==> src/sv/cbws_pkg.sv <==
// cbws_pkg: shared types and constants of the cut boundary weight sum block
// request and result payloads, edge record, mark write bundle and function codes
// no dependencies
package cbws_pkg;

    localparam int NODE_W   = 10;
    localparam int WEIGHT_W = 16;
    localparam int SUM_W    = 28;
    localparam int TOL_W    = 16;
    localparam int FUNC_W   = 2;

    // request function codes
    localparam logic [FUNC_W-1:0] FUNC_LOAD   = 2'd0;
    localparam logic [FUNC_W-1:0] FUNC_MEMBER = 2'd1;
    localparam logic [FUNC_W-1:0] FUNC_CLEAR  = 2'd2;

    localparam logic [SUM_W-1:0] SUM_MAX   = '1;
    localparam logic [TOL_W-1:0] TOL_RESET = 16'd16;

    typedef struct packed {
        logic [FUNC_W-1:0]   func;
        logic [NODE_W-1:0]   end_a;
        logic [NODE_W-1:0]   end_b;
        logic [WEIGHT_W-1:0] edge_weight;
        logic [NODE_W-1:0]   set_node;
        logic                last;
        logic [SUM_W-1:0]    expected_sum;
    } cbws_req_t;

    typedef struct packed {
        logic [SUM_W-1:0] boundary_sum;
        logic             mismatch;
        logic             edge_overflow;
    } cbws_res_t;

    typedef struct packed {
        logic [NODE_W-1:0]   end_a;
        logic [NODE_W-1:0]   end_b;
        logic [WEIGHT_W-1:0] weight;
    } cbws_edge_t;

    typedef struct packed {
        logic              en;
        logic [NODE_W-1:0] node;
        logic              mark;
    } cbws_mark_wr_t;

endpackage

==> src/sv/cbws_mark_store.sv <==
// cbws_mark_store: one membership mark per node
// one write port, two registered read ports for both ends of an edge
// depends on cbws_pkg
module cbws_mark_store #(
    parameter int MARK_DEPTH = 1024,
    localparam int MARK_AW = (MARK_DEPTH > 1) ? $clog2(MARK_DEPTH) : 1
) (
    input  logic                    clk,
    input  cbws_pkg::cbws_mark_wr_t wr,
    input  logic [cbws_pkg::NODE_W-1:0] rd_node_a,
    input  logic [cbws_pkg::NODE_W-1:0] rd_node_b,
    output logic                    mark_a,
    output logic                    mark_b
);
    import cbws_pkg::*;

    logic mark_mem [MARK_DEPTH];
    logic mark_a_reg;
    logic mark_b_reg;

    // write and two reads, read data registered
    always_ff @(posedge clk)
    begin
        if (wr.en)
            mark_mem[wr.node[MARK_AW-1:0]] <= wr.mark;
        mark_a_reg <= mark_mem[rd_node_a[MARK_AW-1:0]];
        mark_b_reg <= mark_mem[rd_node_b[MARK_AW-1:0]];
    end

    assign mark_a = mark_a_reg;
    assign mark_b = mark_b_reg;

endmodule

==> config.mk <==
export PLATFORM = sky130hd
export DESIGN_NAME = cbws_mark_store
export DESIGN_NICKNAME = d
export VERILOG_FILES = /design/src/sv/cbws_pkg.sv /design/src/sv/cbws_mark_store.sv
export SDC_FILE = /design/constraint.sdc
export NUM_CORES = 2
export LEC_CHECK = 0
export ABC_AREA = 1
export BUFFER_PORTS_ARGS = -buffer_cell sky130_fd_sc_hd__buf_2
export CAP_MARGIN = 5
export CORE_ASPECT_RATIO = 1.25
export CORE_MARGIN = 2
export CORE_UTILIZATION = 50
export DETAILED_ROUTE_END_ITERATION = 10
export PLACE_DENSITY = 0.65
export SLEW_MARGIN = 10
export SYNTH_ARGS = -nofsm -noshare
export SYNTH_HDL_FRONTEND = slang
export SYNTH_SLANG_ARGS = --single-unit
==> constraint.sdc <==
create_clock -name clk -period 2.2 [get_ports clk]
set_input_delay 0.44 -clock clk [delete_from_list [all_inputs] [get_ports clk]]
set_output_delay 0.44 -clock clk [all_outputs]
set_load 0.02 [all_outputs]
== After elaboration in Yosys (flattened, before gate mapping) ==
Memory sizes are Yosys's and may differ from the RTL's. A register that Yosys moved wholly into a read port is not among the register bits.
Index checks and enable logic that the tools add are counted.

* Div/mod/pow operators: 0
* Shift-type cells: 0
* Mux-type cells: 2
* Bitwise logic cells: 0
* Multipliers: 0
* Reduce and logical (&&, ||, !) cells: 0
* Add/sub/neg operators: 0
* Eq/ne operators: 0
* Order comparisons: 0

{| class="wikitable"
|+ Operators by type and width
! kind !! count
|-
| 2-to-1 mux 1 bit || 2
|}

* Memories kept: 1
* Register bits: 0
* Bits in writable memories: 1024
* Bits in latches: 0
* Output and inout port bits: 2
* Word-level logic and storage cells: 3
* Input port bits: 33
* Memory bits (read-only): 0

{| class="wikitable"
|+ Memories
! memory !! words !! bits a word !! read ports !! clocked after Yosys merged registers in !! wr ports !! line !! RTL
|-
| mark_mem || 1024 || 1 || 2 || 2 || 1 || cbws_mark_store.sv:17 || <nowiki>logic mark_mem [MARK_DEPTH];</nowiki>
|}

== Logic depth before layout (Yosys ltp) ==
* Word-level depth: 2
* Gate-level depth with buffers: 16
* Mapped depth without buffers: 13

== Worst setup path after synthesis ==
OpenSTA, ideal clock, no wires.

* Path kind: in2reg
* Start point: input wr[3] (netlist name)
* End point: memory mark_mem[188], enable pin
* Cell stages on the path: 8
* Buffers on the path: 2
* Slack: 0.343 ns
* Required time: 1.900 ns
* Library setup time: 0.300 ns
* Data arrival time: 1.557 ns
* Cell sequence: buf_2 > inv_1 > nor3_1 > inv_1 > nor2_1 > nand2_1 > clkbuf_1 > nor2_1

{| class="wikitable"
|+ RTL lines
! item !! line !! RTL
|-
| start: declaration || cbws_mark_store.sv:9 || <nowiki>input cbws_pkg::cbws_mark_wr_t wr,</nowiki>
|-
| end: declaration || cbws_mark_store.sv:17 ||
|}

No word-level cell before the write port.

==> flow_metrics.env <==
export IMPL_outcome="completed"
export IMPL_htreeDepth=3
export IMPL_leakage_uw=0.0243
export IMPL_start_util_pct=50.3
export IMPL_viasPerCell=6.30
export IMPL_fin_nets=7065
export IMPL_port_buffers=34
export IMPL_ir_drop_mv=0.645
export IMPL_finalHoldViolCount=0
export IMPL_crit_type="reg -> reg"
export IMPL_layout_common_cells="nand2_1 (2120), nand3_1 (2031), nor2_1 (1042), edfxtp_1 (1024), buf_4 (361)"
export IMPL_clkTransAtPathRegs_ns=0.07
export IMPL_cts_tree="yes"
export IMPL_fp_dieArea_um2=116000
export IMPL_post_route_drc_count=0
export IMPL_skew_ns=0.0231
export IMPL_max_stage_delay_ns=0.42
export IMPL_cp_buffers_inverters=0
export IMPL_cp_arrival_ns=2.68
export IMPL_total_power_uw=46100
export IMPL_drive_above_1_share_pct=11.3
export IMPL_crit_top_cell="nand3_1"
export IMPL_nFillCells=9838
export IMPL_final_max_slew_viol_count=0
export IMPL_rsz0062_at_grt="false"
export IMPL_clock_sinks=1026
export IMPL_dpl_cell_count=8396
export IMPL_hold_class="in -> reg"
export IMPL_place_hpwl_um=138000
export IMPL_routed_wl_um=222000
export IMPL_netlist_instances=6967
export IMPL_synth_area_per_cell_um2=8.16
export IMPL_ys_types=19
export IMPL_cellPowerDensity_nw_per_um2=701
export IMPL_grt_max_degree=131
export IMPL_largest_register_ff_count=1024
export IMPL_drv_cap=0
export IMPL_dr_pass1_iters=8
export IMPL_fin_cells=8593
export IMPL_cp_top_family="simple AND/OR/NAND/NOR gates"
export IMPL_cts_made_buffers=104
export IMPL_antenna_found_initial=7
export IMPL_dieWidth_um=306
export IMPL_cts_hold_buf=0
export IMPL_cts_root_buf="clkbuf_16"
export IMPL_first_iter_violations=8591
export IMPL_grt_overflow=0
export IMPL_worst_slew_pin_slew_ns=0.585
export IMPL_hold_slack_ns=0.0731
export IMPL_final_area_um2=65800
export IMPL_cp_required_ns=2.82
export IMPL_rows=138
export IMPL_ant_nets=0
export IMPL_cp_slowest_cell="edfxtp_1"
export IMPL_ys_seq_area_share_pct=54.2
export IMPL_ys_ff_latch=1026
export IMPL_crit_path_start_kind="flip-flop"
export IMPL_timing_fmax_mhz=486
export IMPL_num_io_pins=35
export IMPL_post_route_min_period_ns=2.06
export IMPL_syn_nets=7000
export IMPL_finalSetupViolCount=0
export IMPL_core_area_um2=113000
export IMPL_path_cells="nand2_1 > nand3_1 > nand3_1 > nand3_1 > nand3_1 > nand3_1 > nand3_1 > nand2_1 > nand2_1 > nand3_1 > nand3_1 > nand2_1"
export IMPL_fin_util_pct=58.2
export IMPL_grt_pass1_wl_um=324000
export IMPL_clockBufferDepth=3
export IMPL_cts_resized=0
export IMPL_fin_crit_sh_pct=93.5
export IMPL_layout_commonest_cell="nand2_1"
export IMPL_gp_congestion=0.960
export IMPL_cp_max_fo=2
export IMPL_placed_cell_area_um2=62200
export IMPL_yosys_warnings=0
export IMPL_clock_latency_ns=0.73
export IMPL_synth_cell_area_um2=56900
export IMPL_grt_use_total_pct=37.5
export IMPL_wl_per_cell_um=25.9
export IMPL_cts_setup_buffers=0
export IMPL_grt_pass1_vias=50800
export IMPL_critPathCaptureType="flip-flop"
export IMPL_relSlewSlack_pct=61.0
export IMPL_die_height_um=381
export IMPL_area_delta_synth_final_pct=15.7
export IMPL_vias=54100
## metrics by stage
step	setup TNS (ns)	setup WS, ns
after floorplan	0	0.343
after global routing	0	0.138
after detailed placement	-0.872	-0.439
after global placement	-0.873	-0.407
final	0	0.143
after CTS	0	0.266
## worst min-delay path, stage by stage
cell	delay, ns
buf_2	0.17
nand3_1	0.10
nand2_1	0.04
## area by class of cell
class                      count  area (um^2)  area share, %
antenna                        3         7.51         0.0114
clock buffer                 115         2710           4.12
clock inverter                79          863           1.31
inverter                      56          273          0.415
multi-input combinational   5251        22400           34.0
sequential                  1026        30800           46.8
tap                         1470         1840           2.80
timing repair buffer         593         6940           10.5
## metal layers
layer	vias up	wire length, um	global-route usage, %
met5	-	57	0
met4	8	16800	24.4
met3	983	30500	9.11
met2	4079	97900	57.6
met1	25400	76900	47.3
li1	23600	-	-
## cell usage after synthesis
library cell	number	share of area [%]
nor2_1	1042	6.9
clkinv_1	1	0.0066
buf_6	96	1.9
buf_1	57	0.38
buf_8	1	0.026
nor3_1	24	0.21
clkbuf_1	183	1.2
nand2_1	2142	14
nand3_2	1	0.018
inv_6	2	0.031
edfxtp_1	1024	54
nand2_2	1	0.011
dfxtp_1	2	0.070
inv_2	4	0.026
buf_2	278	2.4
nand4_1	7	0.077
nand3_1	2034	18
inv_1	49	0.32
buf_4	19	0.25
## worst paths after layout
path	slack, ns	endpoint	from	depth (start not counted)
setup / recovery	0.14	mark_b	mark_mem[393]	12
hold / removal	0.07	mark_a	rd_node_a[9]	3
setup reg to reg	0.14	mark_b	mark_mem[393]	12
hold reg to reg	1.17	mark_a	mark_mem[98]	12
## cells by family after synthesis
group | synth area share, %
simple gates | 39.2
buf+inv | 6.60
flops | 54.2
## power breakdown
group | leakage [uW] | internal (uW) | switching, uW | total [uW]
Clock | 0.00172 | 10900 | 8060 | 18900
Combinational | 0.0133 | 1890 | 3800 | 5690
Sequential | 0.00922 | 21500 | 19.0 | 21500
Total | 0.0243 | 34300 | 11900 | 46100
Note: power is estimated with default switching activity, not from simulation.
